[src/design/nkud_pkg.sv]
// Shared codes and the result word type for the NAL key unit detector.
// No dependencies; used by nkud_parse and nal_key_unit_detector_core.
package nkud_pkg;

  localparam logic [1:0] ST_OK       = 2'd0;
  localparam logic [1:0] ST_NOSTART  = 2'd1;
  localparam logic [1:0] ST_TRUNC    = 2'd2;
  localparam logic [1:0] ST_OVERFLOW = 2'd3;

  localparam logic [1:0] KIND_NONE  = 2'd0;
  localparam logic [1:0] KIND_THREE = 2'd1;
  localparam logic [1:0] KIND_FOUR  = 2'd2;

  localparam logic [1:0] PH_ZEROS  = 2'd0;
  localparam logic [1:0] PH_SUFFIX = 2'd1;
  localparam logic [1:0] PH_DONE   = 2'd2;

  localparam logic [2:0] HC_ZERO0 = 3'd0;
  localparam logic [2:0] HC_ZERO1 = 3'd1;
  localparam logic [2:0] HC_THIRD = 3'd2;
  localparam logic [2:0] HC_FOURTH = 3'd3;
  localparam logic [2:0] HC_HEADER = 3'd4;
  localparam logic [2:0] HC_BODY  = 3'd5;

  localparam logic [4:0] TYPE_SLICE = 5'd1;
  localparam logic [4:0] TYPE_SPS   = 5'd7;
  localparam logic [4:0] TYPE_MASK  = 5'h1F;
  localparam logic [4:0] SLICE_SAT  = 5'd31;

  localparam logic [4:0] SLICE_I      = 5'd2;
  localparam logic [4:0] SLICE_SI     = 5'd4;
  localparam logic [4:0] SLICE_I_ALL  = 5'd7;
  localparam logic [4:0] SLICE_SI_ALL = 5'd9;

  typedef struct packed {
    logic [1:0] start_kind;
    logic [4:0] nal_type;
    logic [4:0] slice_code;
    logic       slice_valid;
    logic       key_unit;
    logic [1:0] status;
  } result_t;

endpackage

[src/design/nkud_parse.sv]
// Start code, NAL header and Exp-Golomb slice type parser state.
// Handles one byte per fire, eight bit steps per byte. Uses nkud_pkg.
module nkud_parse #(
  parameter int ZERO_RUN_LIMIT = 31
) (
  input  logic              clk,
  input  logic              rst,
  input  logic              fire,
  input  logic [7:0]        nal_byte,
  input  logic              last_byte,
  output nkud_pkg::result_t result
);

  localparam int ZW = $clog2(ZERO_RUN_LIMIT + 1);

  logic [2:0]    header_count, header_count_next;
  logic [1:0]    start_seen, start_seen_next;
  logic [4:0]    type_held, type_held_next;
  logic [1:0]    golomb_phase, golomb_phase_next;
  logic          code_index, code_index_next;
  logic [ZW-1:0] zero_run, zero_run_next;
  logic [ZW-1:0] suffix_left, suffix_left_next;
  logic [4:0]    suffix_accum, suffix_accum_next;
  logic [4:0]    slice_held, slice_held_next;
  logic [1:0]    error_held, error_held_next;

  logic          bit_val;
  logic          finish;
  logic [4:0]    run5;
  logic [5:0]    code_val;
  logic [1:0]    status;
  logic [4:0]    ntype;
  logic [4:0]    scode;

  always_comb begin
    header_count_next = header_count;
    start_seen_next   = start_seen;
    type_held_next    = type_held;
    golomb_phase_next = golomb_phase;
    code_index_next   = code_index;
    zero_run_next     = zero_run;
    suffix_left_next  = suffix_left;
    suffix_accum_next = suffix_accum;
    slice_held_next   = slice_held;
    error_held_next   = error_held;
    bit_val           = 1'b0;
    finish            = 1'b0;
    run5              = '0;
    code_val          = '0;
    if (error_held == nkud_pkg::ST_OK) begin
      unique case (header_count) inside
        nkud_pkg::HC_ZERO0, nkud_pkg::HC_ZERO1: begin
          if (nal_byte != 8'h00) error_held_next = nkud_pkg::ST_NOSTART;
          else header_count_next = header_count + 3'd1;
        end
        nkud_pkg::HC_THIRD: begin
          if (nal_byte == 8'h01) begin
            start_seen_next   = nkud_pkg::KIND_THREE;
            header_count_next = nkud_pkg::HC_FOURTH;
          end else if (nal_byte == 8'h00) begin
            header_count_next = nkud_pkg::HC_FOURTH;
          end else begin
            error_held_next = nkud_pkg::ST_NOSTART;
          end
        end
        nkud_pkg::HC_FOURTH: begin
          if (start_seen == nkud_pkg::KIND_THREE) begin
            type_held_next    = nal_byte[4:0] & nkud_pkg::TYPE_MASK;
            header_count_next = nkud_pkg::HC_BODY;
          end else if (nal_byte == 8'h01) begin
            start_seen_next   = nkud_pkg::KIND_FOUR;
            header_count_next = nkud_pkg::HC_HEADER;
          end else begin
            error_held_next = nkud_pkg::ST_NOSTART;
          end
        end
        nkud_pkg::HC_HEADER: begin
          type_held_next    = nal_byte[4:0] & nkud_pkg::TYPE_MASK;
          header_count_next = nkud_pkg::HC_BODY;
        end
        default: begin
          if (type_held == nkud_pkg::TYPE_SLICE) begin
            for (int i = 0; i < 8; i++) begin
              if (golomb_phase_next != nkud_pkg::PH_DONE &&
                  error_held_next == nkud_pkg::ST_OK) begin
                bit_val = nal_byte[7-i];
                finish  = 1'b0;
                if (golomb_phase_next == nkud_pkg::PH_ZEROS) begin
                  if (!bit_val) begin
                    if (zero_run_next >= ZW'(ZERO_RUN_LIMIT))
                      error_held_next = nkud_pkg::ST_OVERFLOW;
                    else
                      zero_run_next = ZW'(zero_run_next + 1'b1);
                  end else if (zero_run_next == '0) begin
                    suffix_accum_next = '0;
                    finish            = 1'b1;
                  end else begin
                    golomb_phase_next = nkud_pkg::PH_SUFFIX;
                    suffix_left_next  = zero_run_next;
                    suffix_accum_next = '0;
                  end
                end else begin
                  suffix_accum_next = {suffix_accum_next[3:0], bit_val};
                  suffix_left_next  = ZW'(suffix_left_next - 1'b1);
                  if (suffix_left_next == '0) finish = 1'b1;
                end
                if (finish) begin
                  if (!code_index_next) begin
                    code_index_next   = 1'b1;
                    golomb_phase_next = nkud_pkg::PH_ZEROS;
                    zero_run_next     = '0;
                    suffix_left_next  = '0;
                    suffix_accum_next = '0;
                  end else begin
                    golomb_phase_next = nkud_pkg::PH_DONE;
                    run5     = 5'(zero_run_next);
                    code_val = (6'd1 << run5[2:0]) - 6'd1 + {1'b0, suffix_accum_next};
                    if (run5 > 5'd5 || code_val > 6'd31) begin
                      slice_held_next = nkud_pkg::SLICE_SAT;
                      error_held_next = nkud_pkg::ST_OVERFLOW;
                    end else begin
                      slice_held_next = code_val[4:0];
                    end
                  end
                end
              end
            end
          end
        end
      endcase
    end
  end

  // result as seen after this byte
  always_comb begin
    status = error_held_next;
    if (status == nkud_pkg::ST_OK) begin
      if (header_count_next != nkud_pkg::HC_BODY)
        status = nkud_pkg::ST_TRUNC;
      else if (type_held_next == nkud_pkg::TYPE_SLICE &&
               golomb_phase_next != nkud_pkg::PH_DONE)
        status = nkud_pkg::ST_TRUNC;
    end
    ntype = (status == nkud_pkg::ST_NOSTART || header_count_next != nkud_pkg::HC_BODY) ?
            5'd0 : type_held_next;
    scode = (ntype == nkud_pkg::TYPE_SLICE && golomb_phase_next == nkud_pkg::PH_DONE) ?
            slice_held_next : 5'd0;
    result.start_kind  = (status == nkud_pkg::ST_NOSTART) ? nkud_pkg::KIND_NONE :
                         start_seen_next;
    result.nal_type    = ntype;
    result.slice_code  = scode;
    result.slice_valid = (status == nkud_pkg::ST_OK && ntype == nkud_pkg::TYPE_SLICE);
    result.key_unit    = (status == nkud_pkg::ST_OK) &&
                         ((ntype == nkud_pkg::TYPE_SPS) ||
                          (ntype == nkud_pkg::TYPE_SLICE &&
                           (scode == nkud_pkg::SLICE_I || scode == nkud_pkg::SLICE_SI ||
                            scode == nkud_pkg::SLICE_I_ALL ||
                            scode == nkud_pkg::SLICE_SI_ALL)));
    result.status      = status;
  end

  always_ff @(posedge clk) begin
    if (rst || (fire && last_byte)) begin
      header_count <= nkud_pkg::HC_ZERO0;
      start_seen   <= nkud_pkg::KIND_NONE;
      type_held    <= '0;
      golomb_phase <= nkud_pkg::PH_ZEROS;
      code_index   <= 1'b0;
      zero_run     <= '0;
      suffix_left  <= '0;
      suffix_accum <= '0;
      slice_held   <= '0;
      error_held   <= nkud_pkg::ST_OK;
    end else if (fire) begin
      header_count <= header_count_next;
      start_seen   <= start_seen_next;
      type_held    <= type_held_next;
      golomb_phase <= golomb_phase_next;
      code_index   <= code_index_next;
      zero_run     <= zero_run_next;
      suffix_left  <= suffix_left_next;
      suffix_accum <= suffix_accum_next;
      slice_held   <= slice_held_next;
      error_held   <= error_held_next;
    end
  end

endmodule

[src/design/nal_key_unit_detector_core.sv]
// NAL key unit detector top: input word register, parser, result register.
// Depends on nkud_pkg and nkud_parse.
// A last byte's result passes the input word register, then the result register onto m_*.
// Throughput: one byte per cycle; non-last bytes keep flowing while a result waits on
// m_tready, a last byte waits until the result register frees. Per-byte work is the
// eight unrolled bit steps in nkud_parse.
// Reset (rst, synchronous): empties both registers and returns the parser to start-code search.
module nal_key_unit_detector_core #(
  parameter int ZERO_RUN_LIMIT = 31
) (
  input  logic        clk,
  input  logic        rst,
  input  logic        s_tvalid,
  output logic        s_tready,
  input  logic [7:0]  s_tdata,   // [7:0] nal_byte
  input  logic        s_tlast,   // last_byte
  output logic        m_tvalid,
  input  logic        m_tready,
  output logic [15:0] m_tdata,   // [4:0] nal_type, [9:5] slice_code, [15:10] zero
  output logic [5:0]  m_tuser    // [1:0] start_kind, [2] slice_valid, [3] key_unit,
                                 // [5:4] status
);

  logic              s1_valid;
  logic [7:0]        s1_byte;
  logic              s1_last;
  logic              fire;
  nkud_pkg::result_t res;
  nkud_pkg::result_t out_res;

  assign fire     = s1_valid && (!s1_last || !m_tvalid || m_tready);
  assign s_tready = !s1_valid || fire;

  always_ff @(posedge clk) begin
    if (rst) begin
      s1_valid <= 1'b0;
    end else if (s_tready) begin
      s1_valid <= s_tvalid;
    end
  end

  always_ff @(posedge clk) begin
    if (s_tvalid && s_tready) begin
      s1_byte <= s_tdata;
      s1_last <= s_tlast;
    end
  end

  nkud_parse #(
    .ZERO_RUN_LIMIT(ZERO_RUN_LIMIT)
  ) u_parse (
    .clk       (clk),
    .rst       (rst),
    .fire      (fire),
    .nal_byte  (s1_byte),
    .last_byte (s1_last),
    .result    (res)
  );

  always_ff @(posedge clk) begin
    if (rst) begin
      m_tvalid <= 1'b0;
    end else if (fire && s1_last) begin
      m_tvalid <= 1'b1;
    end else if (m_tready) begin
      m_tvalid <= 1'b0;
    end
  end

  always_ff @(posedge clk) begin
    if (fire && s1_last) out_res <= res;
  end

  assign m_tdata = {6'd0, out_res.slice_code, out_res.nal_type};
  assign m_tuser = {out_res.status, out_res.key_unit, out_res.slice_valid,
                    out_res.start_kind};

  a_result_follows: assert property (@(posedge clk) disable iff (rst)
    fire && s1_last |=> m_tvalid)
    else $error("result word not presented after last byte");

  a_error_no_key: assert property (@(posedge clk) disable iff (rst)
    m_tvalid && out_res.status != nkud_pkg::ST_OK |->
      !out_res.key_unit && !out_res.slice_valid)
    else $error("key or slice_valid set with error status");

  a_stage_holds: assert property (@(posedge clk) disable iff (rst)
    s1_valid && !fire |=> s1_valid && $stable(s1_byte) && $stable(s1_last))
    else $error("stalled input word lost");

  a_slice_needs_type: assert property (@(posedge clk) disable iff (rst)
    m_tvalid && out_res.slice_code != 5'd0 |-> out_res.nal_type == nkud_pkg::TYPE_SLICE)
    else $error("slice code on non-slice unit");

endmodule
[config.mk]
export PLATFORM = sky130hd
export DESIGN_NAME = nal_key_unit_detector_core
export DESIGN_NICKNAME = d
export VERILOG_FILES = /design/src/design/nkud_pkg.sv /design/src/design/nkud_parse.sv /design/src/design/nal_key_unit_detector_core.sv
export SDC_FILE = /design/constraint.sdc
export NUM_CORES = 1
export LEC_CHECK = 0
export ABC_AREA = 1
export BUFFER_PORTS_ARGS = -buffer_cell sky130_fd_sc_hd__buf_2
export CAP_MARGIN = 10
export CELL_PAD_IN_SITES_DETAIL_PLACEMENT = 0
export CELL_PAD_IN_SITES_GLOBAL_PLACEMENT = 1
export CORE_ASPECT_RATIO = 1.2
export CORE_MARGIN = 1
export CORE_UTILIZATION = 30
export CTS_CLUSTER_SIZE = 12
export DETAILED_ROUTE_END_ITERATION = 7
export HOLD_SLACK_MARGIN = 0.1
export PLACE_DENSITY = 0.56
export SYNTH_ARGS = -nofsm -noshare
export SYNTH_HDL_FRONTEND = slang
export SYNTH_SLANG_ARGS = --single-unit
[constraint.sdc]
create_clock -name clk -period 16.1 [get_ports clk]
set_clock_uncertainty 0.2 [all_clocks]
set_input_delay 4.025 -clock clk [delete_from_list [all_inputs] [get_ports clk]]
set_output_delay 4.025 -clock clk [all_outputs]
set_load 0.05 [all_outputs]
# After elaboration in Yosys (flattened, before gate mapping)
# Index checks and enable logic that the tools add are counted.
# totals
register_bits,62
latch_bits,0
mem_bits_rw,0
rom_bits,0
inputBits,13
output_inout_bits,24
wordCells,752
mem_count,0
# op_classes
n_addsub,33
n_mul,0
div_mod_pow,0
magnitude_cmp,24
eq_ne,26
shift,8
n_mux,563
bitwise_logic,1
reduce_logical,77
# ops
cell,count
$mux 5,287
$mux 2,163
$mux 1,103
$logic_not 5->1,16
$add 6x5->6,8
$gt 6x5->1 const B,8
$shl 1x3->6 const A,8
$sub 6x1->6 const B,8
$add 5x1->5 const B,8
$ge 5x5->1 const B,8
$gt 5x3->1 const B,8
$sub 5x1->5 const B,8
$logic_not 2->1,18
$mux 3,6
$ne 2x2->1 const B,9
$logic_or 1x1->1,17
$logic_and 1x1->1,16
$eq 5x1->1 const B,3
$eq 5x3->1 const B,3
$pmux 3 s4,1
$pmux 5 s2,1
$eq 8x1->1 const B,1
$logic_not 8->1,1
$pmux 2 s4,1
18 further kinds,22

# Logic depth before layout (Yosys ltp)
# Gate-level depths: netlist of run 1.
# depth
ltp_word,162
mapped_depth,137
depth_no_buf,136

# Cells and area by module
# From an unflattened synthesis of run 1, not the netlist that was laid out.
# unflattened
hier_cells,2110
hier_area_um2,12695.9
# modules_own_cells
module,n_inst,cells_per_inst,area_each_um2
nkud_parse,1,2060,11777.5
nal_key_unit_detector_core,1,50,918.4

# Worst setup path after synthesis of run 1
# Ideal clock, no wire load.
# synth_timing
path_type,register to register
startpoint,reg u_parse.zero_run[0]
endpoint,"reg out_res (netlist bit m_tuser[3]), data pin"
setup_ps,256
arrival_time_ps,15364
t_required_ps,15644
slack_ps,280
stages_incl_launch_ff,130
path_buffers,4
path_cell_list,dfxtp_1 > ha_1 > inv_1 > nor2_1 > ha_1 > nor2_8 > nand2_1 > nand2_1 > nand2_1 > inv_2 > nor2_2 > nand2_1 > ha_1 > inv_1 > ha_1 > inv_1 > fa_1 > o21ai_0 > (+94 left out) > inv_1 > nand3_1 > nand3_1 > nand3_2 > nand2_1 > nand2_1 > nand2_1 > nand2_1 > a21oi_1 > nand2_4 > nand3_4 > nor2_4 > inv_2 > nor2_1 > nand3_1 > nand2_1 > nand2_1 > a21oi_1
# synth_lines
element,line,source
from (decl),nkud_parse.sv:21,"logic [ZW-1:0] zero_run, zero_run_next;"
from (signal assigned),nkud_parse.sv:180,zero_run <= zero_run_next;
to (signal assigned),nal_key_unit_detector_core.sv:71,if (fire && s1_last) out_res <= res;
to (decl),nal_key_unit_detector_core.sv:29,nkud_pkg::result_t out_res;

==> metrics.csv, run 1 <==
stage,metric,value,unit
cts,clkSlewWorstSetupHoldPaths,60,ps
floorplanning,start_util,0.306,
worst_setup_path,crit_buf_inv,31,
worst_setup_path,required,16010,ps
synthesis,yosys_warnings,0,
floorplanning,fp.dieW,189,microns
finish,syn_to_final_growth,40.4,%
floorplanning,die_h,226,microns
synthesis,synth.cell_area,0.0125,sq mm
worst_setup_path,cpPeakStageDelay,400,ps
synthesis,synthMuxAreaShare,0,
worst_setup_path,path_depth,125,
synthesis,synth-simple-area-share,0.422,
sta,finalSetupViolCount,0,
finish,mostFrequentLayoutCell,nand2_1,
global_routing,antenna_found_initial,0,
finish,nets,2619,
job,maxCapViolations,0,
cts,insertion_delay,360,ps
finish,seqCellArea,0.00149,sq mm
cts,cts-htree-levels,3,
synthesis,synth_edf_count,25,
synthesis,synth_top_family_by_area,simple AND/OR/NAND/NOR gates,
worst_setup_path,path_common_cell,nand2_2,
synthesis,yosysSeqAreaShare,0.119,
finish,drive_above_1_share,0.357,
routing,vias_per_cell,4.93,
global_routing,track_usage,0.224,
sta,setup-tns-final,0,ps
worst_setup_path,crit_family,simple AND/OR/NAND/NOR gates,
sta,slew_violations,0,
worst_setup_path,r2r-start,u_parse.zero_run[1],
sta,post-route-min-period,15600,ps
synthesis,avgSynthCellArea,6.00,sq um
placement,port_buffers,30,
worst_setup_path,reg2reg_to,m_tuser[3],
routing,drc,0,
floorplanning,dieArea,0.0426,sq mm
worst_setup_path,reg2reg_setup_slack,500,ps
cts,clockBufferDepth,2,
sta,tightest_slew,763,ps
synthesis,synth_compound_area_frac,0.166,
sta,relSlewSlack,0.487,
worst_setup_path,cp-end-kind,flip-flop,
floorplanning,boundaryPins,37,
global_routing,grt_pass1_wl,75800,microns
floorplanning,coreArea,0.0409,sq mm
finish,mostFrequentLayoutCells,"460 x nand2_1, 366 x buf_4, 299 x inv_1",
sta,maxClockFrequency,0.0641,GHz
outcome,status,completed,
worst_setup_path,cp_slowest_cell,fa_2,
synthesis,synth_adder_area_share,0.126,
routing,drtAntennaViolNets,0,
worst_hold_path,hold_depth,2,
synthesis,netlist_instances,2091,
floorplanning,rows,81,
worst_setup_path,startpoint_type,flip-flop,
routing,firstDrtPassIters,5,
synthesis,synth_xor_area_frac,0.0249,
placement,routabilityCongestion,0.880,
cts,cts.hold.buffers_added,0,
routing,drt_iter0_drc,827,
global_routing,grt_max_degree,29,
placement,dp_cells,2917,
cts,cts_made_buffers,9,
routing,via_count,14918,
routing,routed_wl,48900,microns
finish,fillCellCount,4503,
sta,rsz0062_at_grt,true,
sta,hold_violations,0,
worst_setup_path,crit_fanout,8,
finish,antenna_cells,0,
worst_hold_path,hold_path_class,reg2reg,
finish,instances_no_fill,3029,
sta,post-route-period-util,0.969,
global_routing,grt-ovfl-total,0,
global_routing,grt_pass1_vias,14390,
placement,hpwl,40300,microns
synthesis,synth_seq_cells,62,
synthesis,synthFlopType,dfxtp_1,
finish,multi_input_area,0.0104,sq mm
synthesis,yosysUniqueCellTypes,67,
synthesis,async_flop_share,0,
worst_hold_path,hold_start,u_parse.slice_held[0],
worst_setup_path,r2r_cells,125,
cts,cts_tree,built,
worst_setup_path,path_class,reg2reg,
cts,clock-sinks,62,
worst_hold_path,min_to,u_parse.slice_held[0],
routing,wire_per_inst,16.1,microns
cts,cts_root_buf,clkbuf_16,
worst_setup_path,arrival,15510,ps
==> tightest hold or removal path, stage by stage, from the launching register on <==
cell     delay [ps]
dfxtp_1         310
nand2_1          60
a21oi_1          50
==> kinds of logic after synthesis <==
| logic type | count (synthesis) |
|---|---|
| adder cells (fa/ha/maj) | 121 |
| buffers and inverters | 438 |
| AO/OA/AOI/OAI | 336 |
| XOR/XNOR | 34 |
| other | 1 |
| AND/OR/NAND/NOR | 1099 |
| flip-flops | 62 |
==> metal layers <==
metal,track usage,wire [microns],up-vias
li1,-,-,7644
met1,0.272,21000,6957
met2,0.419,25200,251
met3,0.0120,1150,66
met4,0.0721,1440,0
met5,0,0,-
==> synth_stat cells (15+ instances only) <==
master	count	area (sq um)
ha_1	113	1410
nor3_1	17	85.1
nand3_1	167	836
o22ai_1	49	307
xnor2_1	19	166
o21ai_1	18	90.1
nand3_2	15	150
nor2_4	17	191
nor2_2	18	113
nand4_1	43	269
nor2_1	182	683
nand2_1	526	1970
inv_1	332	1250
nand2_2	64	400
buf_4	15	113
a21oi_1	91	455
edfxtp_1	25	751
o21ai_0	78	390
inv_2	57	214
dfxtp_1	37	741
==> registers in the layout, summed over array words and instances, names as in the netlist <==
name and count:
u_parse.error_held 2, m_tdata 10, u_parse.code_index 1, u_parse.golomb_phase 2, u_parse.type_held 5, u_parse.suffix_left 5
u_parse.start_seen 2, u_parse.slice_held 5, u_parse.zero_run 5, s1_valid 1, u_parse.suffix_accum 5, m_tuser 6
s1_byte 8, s1_last 1, m_tvalid 1, u_parse.header_count 3
==> how the worst max path moves through the flow <==
stage / startpoint / endpoint / slack (ps)
6_report: u_parse.zero_run[1] / m_tuser[3] / 500
5_1_grt: u_parse.zero_run[1] / m_tuser[3] / -480
4_1_cts: u_parse.zero_run[0] / m_tuser[3] / 4
3_5_place_dp: u_parse.zero_run[0] / m_tuser[3] / -1040
3_3_place_gp: u_parse.zero_run[0] / m_tuser[3] / -840
2_1_floorplan: u_parse.zero_run[0] / m_tuser[3] / 280
==> per-stage QoR <==
step | hold WS [ps] | cell area, sq um | utilization | setup WS [ps]
after floorplan | 245 | 12600 | - | 280
after global placement | 252 | 15300 | 0.374 | -837
after detailed placement | 265 | 15300 | 0.374 | -1040
after CTS | 271 | 15900 | 0.388 | 3.96
after global routing | 301 | 17600 | 0.430 | -478
final | 270 | 17600 | 0.430 | 500
==> repair_timing <==
item | in CTS | in global routing
setup endpoints to repair | 40 | 41
pin swaps | 39 | 178
resized for setup | 56 | 289
setup buffers | 20 | 81
==> final cells by class <==
cell class,count,area share
inverters,393,0.0855
repair buffers,423,0.182
well taps,539,0.0383
clock inverters,7,0.00270
multi-input cells,1596,0.593
clock buffers,9,0.0128
flip-flops and latches,62,0.0849
Power of run 1 is left out: the tool's default activity adds up to more than one toggle a clock period on the data nets, which glitch-free logic cannot reach.
==> run 2: changes to the inputs <==
Settings changed: CORE_MARGIN 1 to 5, TNS_END_PERCENT from default to 50.
==> run 2 against run 1 <==
Compared with the run above:
- worst hold slack got worse by 4.3 ps
- sequential share of layout area increased by 0.62 points
- wire length decreased by 0.73%
- design area decreased by 6.6%
- register-to-register slack improved by 90 ps
- global-route usage decreased by 2.3 points
- fmax increased by 0.56%
- first-iteration DRC count increased by 0.12%
- critical endpoint unchanged
- highest routed layer unchanged
==> metrics.csv, run 2 (synthesis results as in run 1) <==
stage,metric,value,unit
sta,maxClockFrequency,0.0645,GHz
global_routing,use_met3,0.0141,
cts,cts-htree-levels,3,
routing,drt_iter0_drc,828,
floorplanning,rows,82,
cts,cts_root_buf,clkbuf_16,
global_routing,grt-ovfl-total,0,
finish,mostFrequentLayoutCell,nand2_1,
worst_setup_path,cp-end-kind,flip-flop,
sta,setup_slack,587,ps
finish,syn_to_final_growth,31.1,%
finish,mostFrequentLayoutCells,"465 x nand2_1, 305 x inv_1, 241 x buf_4",
worst_setup_path,startpoint_type,flip-flop,
sta,whs,266,ps
sta,relSlewSlack,0.481,
floorplanning,dieArea,0.0460,sq mm
routing,wire_per_inst,16.7,microns
job,maxCapViolations,0,
cts,clockBufferDepth,2,
global_routing,grtUsageMet2,0.382,
cts,cts_tree,built,
worst_setup_path,path_common_cell,nand2_2,
routing,drtAntennaViolNets,0,
routing,firstDrtPassIters,6,
cts,clkSlewWorstSetupHoldPaths,60,ps
worst_setup_path,cpPeakStageDelay,400,ps
global_routing,busiest_layer,met2,
finish,largest_reg_flops,10,
worst_setup_path,required,16110,ps
routing,drc,0,
worst_hold_path,hold_path_class,reg2reg,
finish,drive_above_1_share,0.318,
global_routing,grt_max_degree,29,
worst_setup_path,arrival,15520,ps
finish,antenna_cells,0,
routing,vias_per_cell,4.93,
outcome,status,completed,
placement,routabilityCongestion,0.872,
cts,cts.hold.buffers_added,0,
global_routing,antenna_found_initial,0,
sta,tightest_slew,768,ps
worst_setup_path,crit_fanout,7,
cts,insertion_delay,360,ps
global_routing,grt_pass1_vias,13625,
placement,post-place-ws,-981,ps
floorplanning,die_h,234,microns
sta,finalSetupViolCount,0,
sta,post-route-min-period,15510,ps
global_routing,grt_use_met1,0.249,
placement,hpwl,40100,microns
worst_setup_path,path_class,reg2reg,
global_routing,track_usage,0.201,
cts,cts_made_buffers,9,
sta,slew_violations,0,
floorplanning,coreArea,0.0416,sq mm
global_routing,grt_pass1_wl,74100,microns
placement,port_buffers,30,
sta,rsz0062_at_grt,true,
routing,routed_wl,48500,microns
sta,hold_violations,0,
sta,post-route-period-util,0.964,
cts,clock-sinks,62,
floorplanning,boundaryPins,37,
routing,via_count,14304,
worst_setup_path,cp_slowest_cell,fa_2,
floorplanning,fp.dieW,197,microns
floorplanning,start_util,0.302,
finish,nets,2484,
[run 2: cell count changes in the layout (fill, tap and decap cells not counted), moves of 8 or more]
| cell | before | now |
|---|---|---|
| nor2_2 | 31 | 40 |
| ha_4 | 21 | 13 |
| buf_6 | 26 | 15 |
| nand2_2 | 111 | 101 |
| buf_4 | 366 | 241 |
[run 2: worst paths after layout]
check / startpoint / to / slack [ps] / cells after the start
max reg2reg: u_parse.zero_run[1] / m_tuser[3] / 590 / 128
max: u_parse.zero_run[1] / m_tuser[3] / 590 / 128
min: u_parse.slice_held[0] / u_parse.slice_held[0] / 270 / 2
min reg2reg: u_parse.slice_held[0] / u_parse.slice_held[0] / 270 / 2
[run 2: critical path, delay by kind of cell (launching register included)]
kind	cells	cell delay, ps
flip-flops	1	350
AND/OR/NAND/NOR	69	6570
AO/OA/AOI/OAI	9	1090
adder cells (fa/ha/maj)	19	4460
buffers and inverters	26	1880
XOR/XNOR	5	820
[run 2: metrics by stage]
stage,util,area [sq um],setup TNS (ps),instances
4_1_cts,0.357,14800,0,2818
3_3_place_gp,0.345,14300,-20930,2794
6_report,0.396,16400,0,2901
3_5_place_dp,0.345,14300,-22980,2794
5_1_grt,0.396,16400,-5910,2901
2_1_floorplan,-,12600,0,2096
[run 2: final cells by class]
class	instances	area (sq um)
flip-flops and latches	62	1500
clock inverters	6	38.8
well taps	546	683
multi-input cells	1596	10300
clock buffers	10	229
inverters	393	1500
repair buffers	288	2160
fillers	4622	25100
[run 2: metal layers]
metal | up-vias | wire (microns)
li1 | 7361 | -
met1 | 6672 | 21200
met2 | 234 | 25500
met3 | 37 | 1070
met4 | 0 | 770
met5 | - | 0
[run 2: what timing repair did]
| item | 4_1_cts | 5_1_grt |
|---|---|---|
| resized for setup | 48 | 271 |
| pin swaps | 21 | 155 |
| buffers inserted | 8 | 85 |
| setup endpoints to repair | 39 | 41 |
Power of run 2 is left out for the same reason.
==> run 3: changes to the inputs <==
Settings changed: RECOVER_POWER from default to 100.
==> run 3 against run 2 <==
Compared with the run above:
- critical endpoint unchanged
- sequential share of layout area about the same
- highest routed layer unchanged
- fmax about the same
- first-iteration DRC count decreased by 0.72%
- cell count unchanged
- worst hold slack improved by 0.65 ps
- count of clock-buffer cells in the layout unchanged
- non-clock buffer count unchanged
==> metrics.csv, run 3 (synthesis results as in run 1) <==
stage,metric,value,unit
routing,drc,0,
placement,post-place-ws,-981,ps
global_routing,grt_pass1_wl,74100,microns
finish,largest_reg_flops,10,
worst_setup_path,reg2reg_setup_slack,580,ps
routing,vias_per_cell,4.92,
global_routing,grt-ovfl-total,0,
worst_hold_path,hold_depth,2,
cts,cts_made_buffers,9,
finish,syn_to_final_growth,30.8,%
worst_setup_path,required,16100,ps
routing,drtAntennaViolNets,0,
worst_setup_path,cp-end-kind,flip-flop,
worst_setup_path,cp_slowest_cell,fa_2,
placement,port_buffers,30,
sta,rsz0062_at_grt,true,
global_routing,track_usage,0.201,
cts,clockBufferDepth,2,
cts,clock-sinks,62,
floorplanning,fp.dieW,197,microns
finish,antenna_cells,0,
outcome,status,completed,
sta,post-route-period-util,0.964,
floorplanning,start_util,0.302,
finish,drive_above_1_share,0.308,
worst_setup_path,r2r_cells,128,
cts,cts_tree,built,
routing,firstDrtPassIters,5,
floorplanning,rows,82,
worst_setup_path,crit_buf_inv,27,
cts,cts.hold.buffers_added,0,
cts,insertion_delay,360,ps
sta,setup_slack,575,ps
cts,clkSlewWorstSetupHoldPaths,60,ps
worst_hold_path,hold_path_class,reg2reg,
sta,slew_violations,0,
sta,maxClockFrequency,0.0644,GHz
routing,routed_wl,48400,microns
sta,post-route-min-period,15520,ps
floorplanning,die_h,234,microns
routing,drt_iter0_drc,822,
worst_setup_path,path_depth,128,
sta,relSlewSlack,0.0199,
worst_setup_path,arrival,15530,ps
placement,hpwl,40100,microns
global_routing,grt_max_degree,29,
finish,mostFrequentLayoutCells,"465 x nand2_1, 305 x inv_1, 239 x buf_4",
floorplanning,dieArea,0.0460,sq mm
sta,finalSetupViolCount,0,
sta,tightest_slew,1470,ps
worst_setup_path,path_common_cell,nand2_2,
job,maxCapViolations,0,
placement,routabilityCongestion,0.872,
routing,wire_per_inst,16.7,microns
routing,via_count,14266,
global_routing,grt_pass1_vias,13625,
sta,hold_violations,0,
cts,cts-htree-levels,3,
worst_setup_path,cpPeakStageDelay,400,ps
worst_setup_path,startpoint_type,flip-flop,
worst_setup_path,path_class,reg2reg,
cts,cts_root_buf,clkbuf_16,
floorplanning,boundaryPins,37,
finish,mostFrequentLayoutCell,nand2_1,
global_routing,antenna_found_initial,0,
worst_setup_path,crit_family,simple AND/OR/NAND/NOR gates,
worst_setup_path,crit_fanout,8,
finish,nets,2484,
floorplanning,coreArea,0.0416,sq mm
finish,final_util,0.395,
[run 3: cell types whose count changed in the layout (fill, tap and decap cells not counted)]
cell,previous run,this run
buf_2,30,9
buf_4,241,239
clkbuf_1,1,24
[run 3: tightest hold or removal path: stages, from the launching register on]
cell	delay, ps
dfxtp_1	310
nand2_1	60
a21oi_1	50
[run 3: per-layer routing]
metal / part of all wire / wire (microns) / track usage / vias to the layer above
met5: 0 / 0 / 0 / -
met4: 0.018 / 867 / 0.0429 / 0
met3: 0.020 / 957 / 0.0141 / 35
met2: 0.52 / 25400 / 0.382 / 175
met1: 0.44 / 21200 / 0.249 / 6687
li1: - / - / - / 7369
[run 3: worst paths after layout]
check                                              to                   from
worst max-delay path                       m_tuser[3]    u_parse.zero_run[1]
worst max register to register             m_tuser[3]    u_parse.zero_run[1]
worst min-delay path            u_parse.slice_held[0]  u_parse.slice_held[0]
worst min register to register  u_parse.slice_held[0]  u_parse.slice_held[0]
[run 3: per-stage QoR]
step	cell area (sq um)	hold WS (ps)	cells	setup TNS, ps
6_report	16400	267	2901	0
5_1_grt	16400	303	2901	-6110
4_1_cts	14800	264	2818	0
3_5_place_dp	14300	255	2794	-22980
3_3_place_gp	14300	257	2794	-20930
2_1_floorplan	12600	245	2096	0
[run 3: what timing repair did]
action / CTS / global route
setup buffers: 8 / 85
setup endpoints to repair: 39 / 41
pin swaps: 21 / 155
resized for setup: 48 / 271
[run 3: cell type report]
class / count / area [sq um]
Clock buffer: 10 / 229
Inverter: 393 / 1500
Fill cell: 4641 / 25200
Timing Repair Buffer: 288 / 2130
Multi-Input combinational cell: 1596 / 10300
Sequential cell: 62 / 1500
Clock inverter: 6 / 38.8
Tap cell: 546 / 683
Power of run 3 is left out for the same reason.
